`config.mk`:
```
export PLATFORM = sky130hd
export DESIGN_NAME = lsr_queue
export DESIGN_NICKNAME = d
export VERILOG_FILES = /design/src/rtl/lsr_pkg.sv /design/src/rtl/lsr_queue.sv
export SDC_FILE = /design/constraint.sdc
export NUM_CORES = 1
export LEC_CHECK = 0
export BUFFER_PORTS_ARGS = -buffer_cell sky130_fd_sc_hd__buf_2
export CAP_MARGIN = 10
export CORE_MARGIN = 2
export CORE_UTILIZATION = 24
export CTS_CLUSTER_SIZE = 28
export DETAILED_ROUTE_END_ITERATION = 10
export PLACE_DENSITY_LB_ADDON = 0.2
export SLEW_MARGIN = 15
export SYNTH_ARGS = -nofsm -noshare
export SYNTH_HDL_FRONTEND = slang
export SYNTH_SLANG_ARGS = --single-unit
```
`constraint.sdc`:
```
create_clock -name clk -period 2.4 [get_ports clk]
set_input_delay 0.12 -clock clk [delete_from_list [all_inputs] [get_ports clk]]
set_output_delay 0.12 -clock clk [all_outputs]
set_load 0.02 [all_outputs]
```
`src/rtl/lsr_pkg.sv`:
```
// shared types, constants and channel arithmetic for the laplacian sharpen block
// no dependencies; imported by lsr_queue, lsr_front, lsr_back and the top level

package lsr_pkg;

	// configuration register indexes
	typedef logic [1:0] cfg_idx_t;
	localparam cfg_idx_t REG_ALPHA  = 2'd0;
	localparam cfg_idx_t REG_WIDTH  = 2'd1;
	localparam cfg_idx_t REG_HEIGHT = 2'd2;

	localparam int CFG_W = 16;

	// one-hot result kinds caused by one input pixel, issued in this order
	typedef logic [2:0] job_t;
	localparam job_t JOB_UP  = 3'b001;	// pixel of the row above
	localparam job_t JOB_ROW = 3'b010;	// last row, pixel left of the current one
	localparam job_t JOB_END = 3'b100;	// last row, last column

	// queue between front and back
	localparam int QUEUE_DEPTH = 4;
	localparam int QPW = $clog2(QUEUE_DEPTH);
	localparam int QLW = $clog2(QUEUE_DEPTH + 1);
	localparam int QSW = QLW + 1;

	// edge and job classification of one request
	typedef struct packed {
		job_t jobs;
		logic col_ge1;
		logic col_ge2;
		logic right_ok;
		logic row_ge1;
		logic row_ge2;
	} flags_t;

	// neighbourhood gathered for one request
	typedef struct packed {
		logic [31:0] pix;	// current pixel
		logic [31:0] ul;	// row above, column left
		logic [31:0] uc;	// row above, same column
		logic [31:0] ur;	// row above, column right
		logic [31:0] uu;	// two rows above, same column
		logic [31:0] m1;	// current row, one column left
		logic [31:0] m2;	// current row, two columns left
	} nbr_t;

	// color channel 0 = R, 1 = G, 2 = B
	function automatic logic [7:0] chan(input logic [31:0] px, input int idx);
		return px[31 - 8 * idx -: 8];
	endfunction

	// 4c - l - r - u - d, always within 11-bit signed range
	function automatic logic signed [10:0] lsr_delta(input logic [7:0] c, input logic [7:0] l,
			input logic [7:0] r, input logic [7:0] u, input logic [7:0] d);
		return $signed({1'b0, c, 2'b00} - {3'b000, l} - {3'b000, r} - {3'b000, u}
			- {3'b000, d});
	endfunction

	// c*4096 + gain*delta, clamped to 0..255*4096, then shifted down by 12
	function automatic logic [7:0] lsr_clamp(input logic [7:0] c, input logic signed [26:0] prod);
		logic signed [27:0] s;
		s = $signed({8'd0, c, 12'd0}) + $signed({prod[26], prod});
		if (s[27]) begin
			return 8'd0;
		end else if (s[26:20] != 7'd0) begin
			return 8'hFF;
		end else begin
			return s[19:12];
		end
	endfunction

endpackage

```
`src/rtl/lsr_queue.sv`:
```
// short fifo that decouples the front (pixel intake) from the back (arithmetic)
// depends on lsr_pkg for the depth constants

module lsr_queue #(
	parameter int WIDTH = 8
) (
	input  logic                  clk,
	input  logic                  arst_n,
	input  logic                  push,
	input  logic [WIDTH-1:0]      push_data,
	input  logic                  pop,
	output logic                  empty,
	output logic [lsr_pkg::QLW-1:0] level,
	output logic [WIDTH-1:0]      head
);
	import lsr_pkg::*;

	logic [WIDTH-1:0] store_q [QUEUE_DEPTH];
	logic [QPW-1:0] wr_ptr_q;
	logic [QPW-1:0] rd_ptr_q;
	logic [QLW-1:0] level_q;

	// pointers and fill level
	always_ff @(posedge clk or negedge arst_n) begin
		if (!arst_n) begin
			wr_ptr_q <= '0;
			rd_ptr_q <= '0;
			level_q  <= '0;
		end else begin
			if (push) begin
				wr_ptr_q <= wr_ptr_q + QPW'(1);
			end
			if (pop) begin
				rd_ptr_q <= rd_ptr_q + QPW'(1);
			end
			case ({push, pop})
				2'b10: level_q <= level_q + QLW'(1);
				2'b01: level_q <= level_q - QLW'(1);
				default: level_q <= level_q;
			endcase
		end
	end

	// entry storage
	always_ff @(posedge clk) begin
		if (push) begin
			store_q[wr_ptr_q] <= push_data;
		end
	end

	assign head  = store_q[rd_ptr_q];
	assign empty = (level_q == '0);
	assign level = level_q;

endmodule

```
==> run metrics <==
port bufs 23; row count 29; count leader, synth edfxtp_1; CTS tree built; CP arrival 1.78 ns; clk buf depth 2; Synth Register Bits 39; setup violators final 0; Design Area, Final 1880 um^2; PostCTS Resize Cnt 0; CTS H-tree lvls 2; Pre-antenna DRT Iters 4; synthesized net count 96; worst-skew pair later-pin latency 0.28 ns; Worst Path Max Fanout 10; Synth area leader edfxtp_1; top post-synthesis cells by count edfxtp_1, mux4_2, dfrtp_1, inv_1, ha_1; Non-Filler Instances 185; Hold/Removal Path Class in2reg; Post-synth EDFFs 32; GRT overflow 0; global-route usage over all layers 7.84%; RSZ-0062 raised after global routing false; residual DRC count 0; Post-Synth XOR/XNOR Area 3.40%; Post-Synth Adder-Cell Area 5.34%; Seq/Total Area, Yosys 73.5%; multiplexer area fraction after synthesis 11.7%; post-synthesis compound-gate area fraction 0.648%; area of the multi-input gates 370 um^2; largest net degree at the start of global routing 13; final WL 2600 um; Worst slew margin 59.1%; Max Clock Freq 528 MHz; Reg clk slew, reported paths 0.07 ns; post-synthesis cell count 78; first-pass GRT wire length 4110 um; Top FF cell, synth edfxtp_1; clk sink count 39; post-synthesis average cell area 19.8 um^2; Final Hold Vio Count 0; Post-DP HPWL 1780 um; Post-Synth Simple-Gate Area 2.91%; Unique masters post-synth 15; post-placement cell area 1740 um^2; main combinational cell family by area after synthesis multiplexers; via/cell ratio 3.97; slew of the pin with the lowest slew margin 0.614 ns; CTS Buf Count 5; Worst EP required 2.28 ns; final setup margin 0.505 ns; Routability Congestion 0.626; Area growth, synth to finish 21.9%; status completed; Async SR Flop Fraction 17.9%; Core Footprint 6280 um^2; top cell type's share of synthesized area 62.2%; Avg WL per Cell 14.0 um; peak supply drop 0.554 mV; Synth area leaders edfxtp_1, mux4_2, dfrtp_1, ha_1, xor2_1; Die Width 84.2 um; crit start category register; Fillers 622; Final Max Tran Viols 0; number of DRC markers in iteration 0 43; die height 84.2 um; clk_skew 0.00286 ns; Cell Pwr Density 1250 nW/um^2; Initial Util 24.6%; clock root buffer clkbuf_8; yosys warns 0; kind of critical path reg2out; vias in the first global route 796; initial antenna violation count 0; final net count 125; Die Area 7100 um^2; Leak 0.708 nW; layout cells sized above 1 35.2%; Critical Path Sink Type output pin; Mapped Area 1550 um^2; Via Count 734; worst slack, placed 0.742 ns; Placed Cells 176; Final min period 1.90 ns; Final Cycle Share 79.0%; antenna cells 0; Sequential Area 1140 um^2; Final ANT Viol Nets 0; setup TNS 0 ns; max-cap check violation count 0; I/O Pins 24
==> path summary, 6_finish.rpt <==
kind	startpoint	endpoint	slack, ns	cells after the start
setup / recovery	rd_ptr_q[0]	head[7]	0.50	2
min in group asynchronous	arst_n	level[0]	0.19	2
setup reg to reg	wr_ptr_q[0]	store_q[2][4]	0.98	3
max in group asynchronous	arst_n	rd_ptr_q[0]	2.04	2
hold reg to reg	level[2]	level[2]	0.50	1
hold / removal	push_data[2]	store_q[0][2]	0.05	1
==> final cells by class <==
| class | count | share of cell area (%) |
|---|---|---|
| flip-flops and latches | 39 | 60.3 |
| clock buffers | 6 | 3.85 |
| repair buffers | 24 | 6.64 |
| multi-input cells | 31 | 19.7 |
| inverters | 6 | 1.20 |
| clock inverters | 2 | 3.19 |
| well taps | 77 | 5.12 |
==> power by group <==
group          switching, mW  total [mW]  internal (mW)
Combinational          0.363       0.663          0.300
Sequential             0.149        1.05          0.906
Clock                  0.215       0.630          0.415
==> worst max-delay path, cell delays in order, from the launching register on <==
cell	delay [ns]
dfrtp_1	0.74
mux4_2	0.58
buf_2	0.17
==> metrics by stage <==
step	total power [mW]	hold WS (ns)	util, %
final	2.35	0.0532	30.0
after detailed placement	1.76	-0.0258	27.7
after CTS	2.39	0.0464	30.0
after global placement	1.74	-0.0371	27.7
after global routing	2.49	0.0400	30.0
after floorplan	1.54	-0.176	-
==> cells in the final DEF, fill, tap and decap left out, drive strengths merged <==
cell type	count
and2	4
dfrtp	7
o21ai	2
clkbuf	6
xnor2	2
nand2	3
bufinv	2
buf	23
edfxtp	32
dlygate4sd3	1
inv	6
fa	1
xor2	4
nor3	1
mux4	8
nor2	1
ha	5
==> kinds of logic after synthesis <==
logic type	count (synthesis)
flip-flops	39
AND/OR/NAND/NOR	9
buffers and inverters	8
multiplexers	8
XOR/XNOR	6
adder cells (fa/ha/maj)	6
AO/OA/AOI/OAI	2
==> metal layers <==
| metal | part of all wire (%) | track usage, % |
|---|---|---|
| met2 | 49 | 13.2 |
| met1 | 44 | 9.19 |
| met4 | 0.62 | 2.20 |
| met5 | 0 | 0 |
| met3 | 6.5 | 3.34 |
==> state kept, by name, summed over array words and instances, names as in the netlist <==
name      flops
level         3
rd_ptr_q      2
store_q      32
wr_ptr_q      2
==> timing repair <==
action,in CTS,in global routing
buffers inserted,0,0
hold buffers,1,0
endpoints found under the hold margin,7,0
Note: power is estimated with default switching activity, not from simulation.
