**src/rtl/lsr_pkg.sv**
```systemverilog
// shared types, constants and channel arithmetic for the laplacian sharpen block
// no dependencies; imported by lsr_queue, lsr_front, lsr_back and the top level

package lsr_pkg;

	// configuration register indexes
	typedef logic [1:0] cfg_idx_t;
	localparam cfg_idx_t REG_ALPHA  = 2'd0;
	localparam cfg_idx_t REG_WIDTH  = 2'd1;
	localparam cfg_idx_t REG_HEIGHT = 2'd2;

	localparam int CFG_W = 16;

	// one-hot result kinds caused by one input pixel, issued in this order
	typedef logic [2:0] job_t;
	localparam job_t JOB_UP  = 3'b001;	// pixel of the row above
	localparam job_t JOB_ROW = 3'b010;	// last row, pixel left of the current one
	localparam job_t JOB_END = 3'b100;	// last row, last column

	// queue between front and back
	localparam int QUEUE_DEPTH = 4;
	localparam int QPW = $clog2(QUEUE_DEPTH);
	localparam int QLW = $clog2(QUEUE_DEPTH + 1);
	localparam int QSW = QLW + 1;

	// edge and job classification of one request
	typedef struct packed {
		job_t jobs;
		logic col_ge1;
		logic col_ge2;
		logic right_ok;
		logic row_ge1;
		logic row_ge2;
	} flags_t;

	// neighbourhood gathered for one request
	typedef struct packed {
		logic [31:0] pix;	// current pixel
		logic [31:0] ul;	// row above, column left
		logic [31:0] uc;	// row above, same column
		logic [31:0] ur;	// row above, column right
		logic [31:0] uu;	// two rows above, same column
		logic [31:0] m1;	// current row, one column left
		logic [31:0] m2;	// current row, two columns left
	} nbr_t;

	// color channel 0 = R, 1 = G, 2 = B
	function automatic logic [7:0] chan(input logic [31:0] px, input int idx);
		return px[31 - 8 * idx -: 8];
	endfunction

	// 4c - l - r - u - d, always within 11-bit signed range
	function automatic logic signed [10:0] lsr_delta(input logic [7:0] c, input logic [7:0] l,
			input logic [7:0] r, input logic [7:0] u, input logic [7:0] d);
		return $signed({1'b0, c, 2'b00} - {3'b000, l} - {3'b000, r} - {3'b000, u}
			- {3'b000, d});
	endfunction

	// c*4096 + gain*delta, clamped to 0..255*4096, then shifted down by 12
	function automatic logic [7:0] lsr_clamp(input logic [7:0] c, input logic signed [26:0] prod);
		logic signed [27:0] s;
		s = $signed({8'd0, c, 12'd0}) + $signed({prod[26], prod});
		if (s[27]) begin
			return 8'd0;
		end else if (s[26:20] != 7'd0) begin
			return 8'hFF;
		end else begin
			return s[19:12];
		end
	endfunction

endpackage

```
**src/rtl/lsr_back.sv**
```systemverilog
// back end: one result per clock from the queue head while not stalled; sharpen arithmetic
// depends on lsr_pkg; reads lsr_queue

module lsr_back #(
	parameter int CW = 11,
	parameter int RW = 12
) (
	input  logic                clk,
	input  logic                arst_n,
	input  logic signed [15:0]  alpha,
	input  logic                q_empty,
	input  lsr_pkg::flags_t     head_flags,
	input  lsr_pkg::nbr_t       head_nbr,
	input  logic [RW-1:0]       head_row,
	input  logic [CW-1:0]       head_col,
	output logic                pop,
	output logic                out_valid,
	input  logic                out_stall,
	output logic [31:0]         out_pixel,
	output logic [RW-1:0]       out_row,
	output logic [CW-1:0]       out_col,
	output logic                run_last,
	output logic                frame_done
);
	import lsr_pkg::*;

	logic advance;
	logic issue;
	logic last;
	job_t pend;
	job_t cur;
	job_t done_q;

	logic [31:0] sel_c;
	logic [31:0] sel_l;
	logic [31:0] sel_r;
	logic [31:0] sel_u;
	logic [31:0] sel_d;
	logic [RW-1:0] sel_row;
	logic [CW-1:0] sel_col;
	logic sel_done;

	logic v_b1;
	logic signed [10:0] delta_b1 [3];
	logic [23:0] cen_b1;
	logic [7:0] a_b1;
	logic [RW-1:0] row_b1;
	logic [CW-1:0] col_b1;
	logic last_b1;
	logic done_b1;

	logic v_b2;
	logic signed [26:0] prod_b2 [3];
	logic [23:0] cen_b2;
	logic [7:0] a_b2;
	logic [RW-1:0] row_b2;
	logic [CW-1:0] col_b2;
	logic last_b2;
	logic done_b2;

	logic out_valid_q;
	logic [31:0] out_pixel_q;
	logic [RW-1:0] out_row_q;
	logic [CW-1:0] out_col_q;
	logic run_last_q;
	logic frame_done_q;

	// whole pipeline moves unless the output register is held
	assign advance = !out_valid_q || !out_stall;
	assign issue   = advance && !q_empty;

	// pick the next outstanding result of the head request
	assign pend = head_flags.jobs & ~done_q;
	always_comb begin
		if (pend[0]) begin
			cur = JOB_UP;
		end else if (pend[1]) begin
			cur = JOB_ROW;
		end else begin
			cur = JOB_END;
		end
	end
	assign last = ((pend & ~cur) == '0);
	assign pop  = issue && last;

	always_ff @(posedge clk or negedge arst_n) begin
		if (!arst_n) begin
			done_q <= '0;
		end else if (issue) begin
			done_q <= last ? '0 : (done_q | cur);
		end
	end

	// neighbourhood for the chosen result, edges clamped
	always_comb begin
		case (cur)
			JOB_UP: begin
				sel_c    = head_nbr.uc;
				sel_l    = head_flags.col_ge1 ? head_nbr.ul : head_nbr.uc;
				sel_r    = head_flags.right_ok ? head_nbr.ur : head_nbr.uc;
				sel_u    = head_flags.row_ge2 ? head_nbr.uu : head_nbr.uc;
				sel_d    = head_nbr.pix;
				sel_row  = head_row - RW'(1);
				sel_col  = head_col;
				sel_done = 1'b0;
			end
			JOB_ROW: begin
				sel_c    = head_nbr.m1;
				sel_l    = head_flags.col_ge2 ? head_nbr.m2 : head_nbr.m1;
				sel_r    = head_nbr.pix;
				sel_u    = head_flags.row_ge1 ? head_nbr.ul : head_nbr.m1;
				sel_d    = head_nbr.m1;
				sel_row  = head_row;
				sel_col  = head_col - CW'(1);
				sel_done = 1'b0;
			end
			JOB_END: begin
				sel_c    = head_nbr.pix;
				sel_l    = head_flags.col_ge1 ? head_nbr.m1 : head_nbr.pix;
				sel_r    = head_nbr.pix;
				sel_u    = head_flags.row_ge1 ? head_nbr.uc : head_nbr.pix;
				sel_d    = head_nbr.pix;
				sel_row  = head_row;
				sel_col  = head_col;
				sel_done = 1'b1;
			end
			default: begin
				sel_c    = head_nbr.pix;
				sel_l    = head_nbr.pix;
				sel_r    = head_nbr.pix;
				sel_u    = head_nbr.pix;
				sel_d    = head_nbr.pix;
				sel_row  = head_row;
				sel_col  = head_col;
				sel_done = 1'b0;
			end
		endcase
	end

	// stage valids and output valid
	always_ff @(posedge clk or negedge arst_n) begin
		if (!arst_n) begin
			v_b1        <= 1'b0;
			v_b2        <= 1'b0;
			out_valid_q <= 1'b0;
		end else if (advance) begin
			v_b1        <= issue;
			v_b2        <= v_b1;
			out_valid_q <= v_b2;
		end
	end

	// b1: laplacian difference per channel
	always_ff @(posedge clk) begin
		if (advance) begin
			for (int i = 0; i < 3; i++) begin
				delta_b1[i] <= lsr_delta(chan(sel_c, i), chan(sel_l, i), chan(sel_r, i),
					chan(sel_u, i), chan(sel_d, i));
			end
			cen_b1  <= sel_c[31:8];
			a_b1    <= sel_c[7:0];
			row_b1  <= sel_row;
			col_b1  <= sel_col;
			last_b1 <= last;
			done_b1 <= sel_done;
		end
	end

	// b2: gain times difference
	always_ff @(posedge clk) begin
		if (advance) begin
			for (int i = 0; i < 3; i++) begin
				prod_b2[i] <= alpha * delta_b1[i];
			end
			cen_b2  <= cen_b1;
			a_b2    <= a_b1;
			row_b2  <= row_b1;
			col_b2  <= col_b1;
			last_b2 <= last_b1;
			done_b2 <= done_b1;
		end
	end

	// output register: add center, clamp, truncate
	always_ff @(posedge clk) begin
		if (advance) begin
			out_pixel_q  <= {lsr_clamp(cen_b2[23:16], prod_b2[0]),
				lsr_clamp(cen_b2[15:8], prod_b2[1]),
				lsr_clamp(cen_b2[7:0], prod_b2[2]), a_b2};
			out_row_q    <= row_b2;
			out_col_q    <= col_b2;
			run_last_q   <= last_b2;
			frame_done_q <= done_b2;
		end
	end

	assign out_valid  = out_valid_q;
	assign out_pixel  = out_pixel_q;
	assign out_row    = out_row_q;
	assign out_col    = out_col_q;
	assign run_last   = run_last_q;
	assign frame_done = frame_done_q;

endmodule

```
**config.mk**
```make
export PLATFORM = sky130hd
export DESIGN_NAME = lsr_back
export DESIGN_NICKNAME = d
export VERILOG_FILES = /design/src/rtl/lsr_pkg.sv /design/src/rtl/lsr_back.sv
export SDC_FILE = /design/constraint.sdc
export NUM_CORES = 2
export LEC_CHECK = 0
export ABC_AREA = 0
export BUFFER_PORTS_ARGS = -buffer_cell sky130_fd_sc_hd__buf_2
export CAP_MARGIN = 20
export CORE_UTILIZATION = 65
export DETAILED_ROUTE_END_ITERATION = 7
export PLACE_DENSITY = 0.87
export SKIP_LAST_GASP = 1
export SLEW_MARGIN = 20
export SYNTH_ARGS = -nofsm -noshare
export SYNTH_HDL_FRONTEND = slang
export SYNTH_SLANG_ARGS = --single-unit
```
**constraint.sdc**
```tcl
create_clock -name clk -period 19.12 [get_ports clk]
set_clock_uncertainty 0.15 [all_clocks]
set_input_delay 1.912 -clock clk [delete_from_list [all_inputs] [get_ports clk]]
set_output_delay 1.912 -clock clk [all_outputs]
set_load 0.01 [all_outputs]
```
==> reports/results.txt <==
The worst-margin pin slew came out at 1.050 ns. STA puts the critical path data arrival time at 7.60 ns. The number of nets handed over by synthesis was 4486. From bottom edge to top edge, the die measures 230.8 um.

The routed design has 82810 um of wire. The run gives 0.3000 as the remaining max-slew budget at the tightest pin. The worst hold path class was register to register. Relative to the synthesized area, the layout overhead comes to 8.413%. STA puts the critical path data required time at 19.29 ns. The CTS root buffer was sky130_fd_sc_hd__clkbuf_16. The filler cells instantiated in the layout total 3657.

Summed over all failing endpoints, the final setup total negative slack is 0 ns. The part of the cycle the worst path needs was 0.3886; the first-pass GRT wire length was 135200 um. Clock-pin slew was measured on the worst setup and hold paths at 0.07 ns. In this run the horizontal extent of the chip is 230.8 um. The fraction of registers with async set or reset after synthesis was 0.02353. The worst register-to-register path has a setup slack of 12.66 ns. Yosys instantiated no cell more often than sky130_fd_sc_hd__inv_1. The flow ran to the end, and the final reports show no timing, DRC or antenna violations. The time the final worst path needs with I/O delays and setup works out to 7.430 ns.

The wire length on met1 is 31090 um. The worst register-to-register path ends at delta_b1[0][30]$_DFFE_PN_. Yosys attributes the largest share of cell area to sky130_fd_sc_hd__fa_1, sky130_fd_sc_hd__edfxtp_1, sky130_fd_sc_hd__ha_1. The number of buffers inserted by hold repair at cts is 0, and the via density per instance is 5.857. The most instantiated flip-flop cell in the synthesis netlist was sky130_fd_sc_hd__edfxtp_1. The average detailed-routed wire length per instance is 19.01 um. TritonCTS built the clock tree. The instance count along the most critical hold path works out to 0. No sink is reached through more buffers than the 3 on the longest clock path.

The kind of end point of the critical path is a register. The number of different library cells used by synthesis comes to 73. Summed over all instances, the cell type with the most area after synthesis is sky130_fd_sc_hd__fa_1.

The final net count was 4686. The maximum number of pins on one net before global-route repair was 192; the max-slew violation count was 0. Counting cells, the worst reg-to-reg path comes to 21.

Once the clock tree was built, the resizer swapped 0 gates to a different size. The die footprint is 0.05327 mm2, and the minimum setup slack after placement is 11.29 ns. In this run the cell area of the synthesized design comes to 0.03403 mm2. The wire-length estimate of the detail-placed layout is 64270 um. In this run the tool buffered the top-level ports with 301 buffer cells.

The tools report the beginning of the worst hold path as cen_b1[17]$_DFFE_PN_. Fmax: 134.6 MHz. The logs give 334 for the number of top-level pins and 0 for the count of buffers added by post-CTS timing repair for setup.

The number of synthesized flops with an enable pin was 249. The cell area after layout is 0.03689 mm2. Met3 wire length: 6658 um. After detailed placement, the total cell area comes to 0.03597 mm2.

The first TritonRoute pass finished after 5 iterations. Setup repair after global routing left no endpoint under its margin. Number of endpoints with negative hold slack in the final report: 0. The tools report the total of warnings raised by yosys as 0.

The deepest level of the CTS H-tree was 1; the part of the Yosys area used for sequential elements was 0.2241. The tools report the number of global-route vias before repair as 27100. Total routing resource utilization after global routing: 0.3224.

The tools report the site row count as 83. After detailed routing, the met2 layer carries 40210 um of wire. Averaged over all synthesized cells, the footprint is 9.915 um2.

The initial antenna violation count is 23. The total clock buffers created by CTS was 26; the maximum net fanout on the critical path was 25. The clock net in this run drives a total of 255 sinks. The worst setup path is of the primary input to register kind.

The run gives 0.6606 as the starting density of the core. The final RePlAce weighted congestion is 0.9837. The total congestion overflow after global routing is 0. The logs give 3432 for the number of cells produced by synthesis and 11.69 ns for the setup slack of the critical path after layout.

The total area inside the core boundary comes to 0.05151 mm2. In this run the critical register-to-register path is launched from done_q[1]$_DFFE_PN0P_. The uppermost metal layer occupied by signal nets was met4.

Max-cap violations in this run came to 0. Across all layers, the routed design uses 25520 vias. Setup violations remaining at the end of the flow were counted as 0. Number of synthesized register bits: 255. For hold timing, the worst endpoint is cen_b2[17]$_DFFE_PN_. In this run the remaining antenna-violating nets after routing total 0.

Clock latency on the worst-skew pair, taken at its later pin, is 0.57 ns. In this run, the number of DRC markers left after iteration 0 of detailed routing was 1992. The share of the synthesized area in the top cell type was 0.3247. By count the netlist is led by sky130_fd_sc_hd__inv_1, sky130_fd_sc_hd__fa_1, sky130_fd_sc_hd__nand2_1. The run gives 0 as the residual DRC count.

The worst setup path is launched from a primary input. The fraction of layout instances using a drive strength above 1 came out at 0.1095.
[through the flow]
stage | utilization | instances | hold slack [ns]
final | 0.7162 | 4357 | 0.2599
after global routing | 0.7161 | 4355 | 0.2696
after CTS | 0.7150 | 4332 | 0.2639
after detailed placement | 0.6984 | 4284 | 0.2545
after global placement | 0.6984 | 4284 | 0.2503
after floorplan | - | 3432 | 0.2503
[how the worst max path moves through the flow]
stage | slack (ns) | cells past startpoint | from | to
floorplan | 10.88 | 2 | out_stall | v_b2$_DFFE_PN0N_
global placement | 11.42 | 19 | alpha[5] | prod_b2[0][80]$_DFFE_PN_
detailed placement | 11.29 | 19 | alpha[10] | prod_b2[0][26]$_DFFE_PN_
CTS | 11.88 | 19 | alpha[10] | prod_b2[0][26]$_DFFE_PN_
global route | 11.48 | 22 | head_flags[6] | delta_b1[0][30]$_DFFE_PN_
finish | 11.69 | 22 | head_flags[6] | delta_b1[0][30]$_DFFE_PN_
[layer usage]
metal / track usage / vias up
met5: 0 / -
met2: 0.5361 / 1274
li1: - / 11330
met1: 0.4116 / 12640
met3: 0.03841 / 282
met4: 0.1817 / 0
[cells in the final DEF, fill, tap and decap left out, types with 6 or more instances in the layout]
master,Yosys,routed
sky130_fd_sc_hd__nand3_1,21,21
sky130_fd_sc_hd__and3_1,17,17
sky130_fd_sc_hd__o21a_1,31,31
sky130_fd_sc_hd__a21oi_1,88,88
sky130_fd_sc_hd__fa_1,552,552
sky130_fd_sc_hd__o22a_1,6,6
sky130_fd_sc_hd__nor2_1,159,159
sky130_fd_sc_hd__xor2_1,35,35
sky130_fd_sc_hd__inv_1,659,659
sky130_fd_sc_hd__a21boi_0,10,10
sky130_fd_sc_hd__o22ai_1,21,21
sky130_fd_sc_hd__nand2b_1,26,24
sky130_fd_sc_hd__a211oi_1,14,14
sky130_fd_sc_hd__a221oi_1,22,22
sky130_fd_sc_hd__mux4_2,13,13
sky130_fd_sc_hd__xnor2_1,83,83
sky130_fd_sc_hd__or3_1,10,10
sky130_fd_sc_hd__nor3_1,32,32
sky130_fd_sc_hd__nor2b_1,20,18
sky130_fd_sc_hd__nand2_1,448,446
sky130_fd_sc_hd__a31oi_1,29,29
sky130_fd_sc_hd__diode_2,0,25
sky130_fd_sc_hd__buf_2,5,301
sky130_fd_sc_hd__mux2_2,9,9
sky130_fd_sc_hd__and2_1,205,205
sky130_fd_sc_hd__dfrtp_1,6,6
sky130_fd_sc_hd__clkbuf_16,0,26
sky130_fd_sc_hd__a21o_1,26,26
sky130_fd_sc_hd__o21ai_0,90,90
sky130_fd_sc_hd__mux2i_1,95,95
sky130_fd_sc_hd__ha_1,227,227
sky130_fd_sc_hd__buf_4,0,9
sky130_fd_sc_hd__edfxtp_1,249,249
sky130_fd_sc_hd__o211ai_1,10,10
[state kept, by name, summed over array words and instances, names as in the netlist, 3 cells and up]
register and count:
cen_b2 24, out_row 12, a_b1 8, row_b2 12, delta_b1 33, row_b1 12
done_q 3, cen_b1 24, a_b2 8, col_b1 11, prod_b2 45, out_pixel 32
out_col 11, col_b2 11
[worst max-delay path, stage by stage]
cell and delay, ns:
sky130_fd_sc_hd__buf_2 0.13, sky130_fd_sc_hd__nand2b_2 0.52, sky130_fd_sc_hd__buf_4 0.42, sky130_fd_sc_hd__nand2_1 0.39, sky130_fd_sc_hd__nand2_1 0.50, sky130_fd_sc_hd__nor2_1 0.08, sky130_fd_sc_hd__nor3_1 0.31, sky130_fd_sc_hd__a21oi_1 0.09
sky130_fd_sc_hd__fa_1 0.40, sky130_fd_sc_hd__inv_1 0.08, sky130_fd_sc_hd__fa_1 0.16, sky130_fd_sc_hd__inv_1 0.05, sky130_fd_sc_hd__fa_1 0.46, sky130_fd_sc_hd__ha_1 0.34, sky130_fd_sc_hd__nor2b_1 0.15, sky130_fd_sc_hd__o21ai_0 0.30
sky130_fd_sc_hd__a21boi_0 0.21, sky130_fd_sc_hd__o21ai_0 0.27, sky130_fd_sc_hd__a21boi_0 0.19, sky130_fd_sc_hd__o21ai_0 0.29, sky130_fd_sc_hd__nand2b_1 0.14, sky130_fd_sc_hd__xor2_1 0.16
[kinds of logic (layout without fill, tap and decap cells)]
| group | count (synthesis) | after routing | share of synthesized area |
|---|---|---|---|
| mux | 117 | 117 | 0.03953 |
| compound gates | 403 | 403 | 0.07835 |
| buf+inv | 798 | 1018 | 0.08843 |
| xor+xnor | 118 | 118 | 0.03037 |
| fa+ha+maj | 779 | 779 | 0.4082 |
| simple gates | 962 | 962 | 0.1310 |
| flops | 255 | 255 | 0.2241 |
| other cells | 0 | 25 | 0 |
[layout make-up]
class | instances | area (um2) | area share
multi-input combinational | 2379 | 23430 | 0.6350
sequential | 255 | 7627 | 0.2067
inverter | 659 | 2474 | 0.06705
timing repair buffer | 311 | 1594 | 0.04321
tap | 680 | 850.8 | 0.02306
clock buffer | 31 | 679.4 | 0.01842
clock inverter | 17 | 176.4 | 0.004782
antenna | 25 | 62.56 | 0.001696
Power is left out: the tool's default activity adds up to more than one toggle a clock period on the data nets, which glitch-free logic cannot reach.
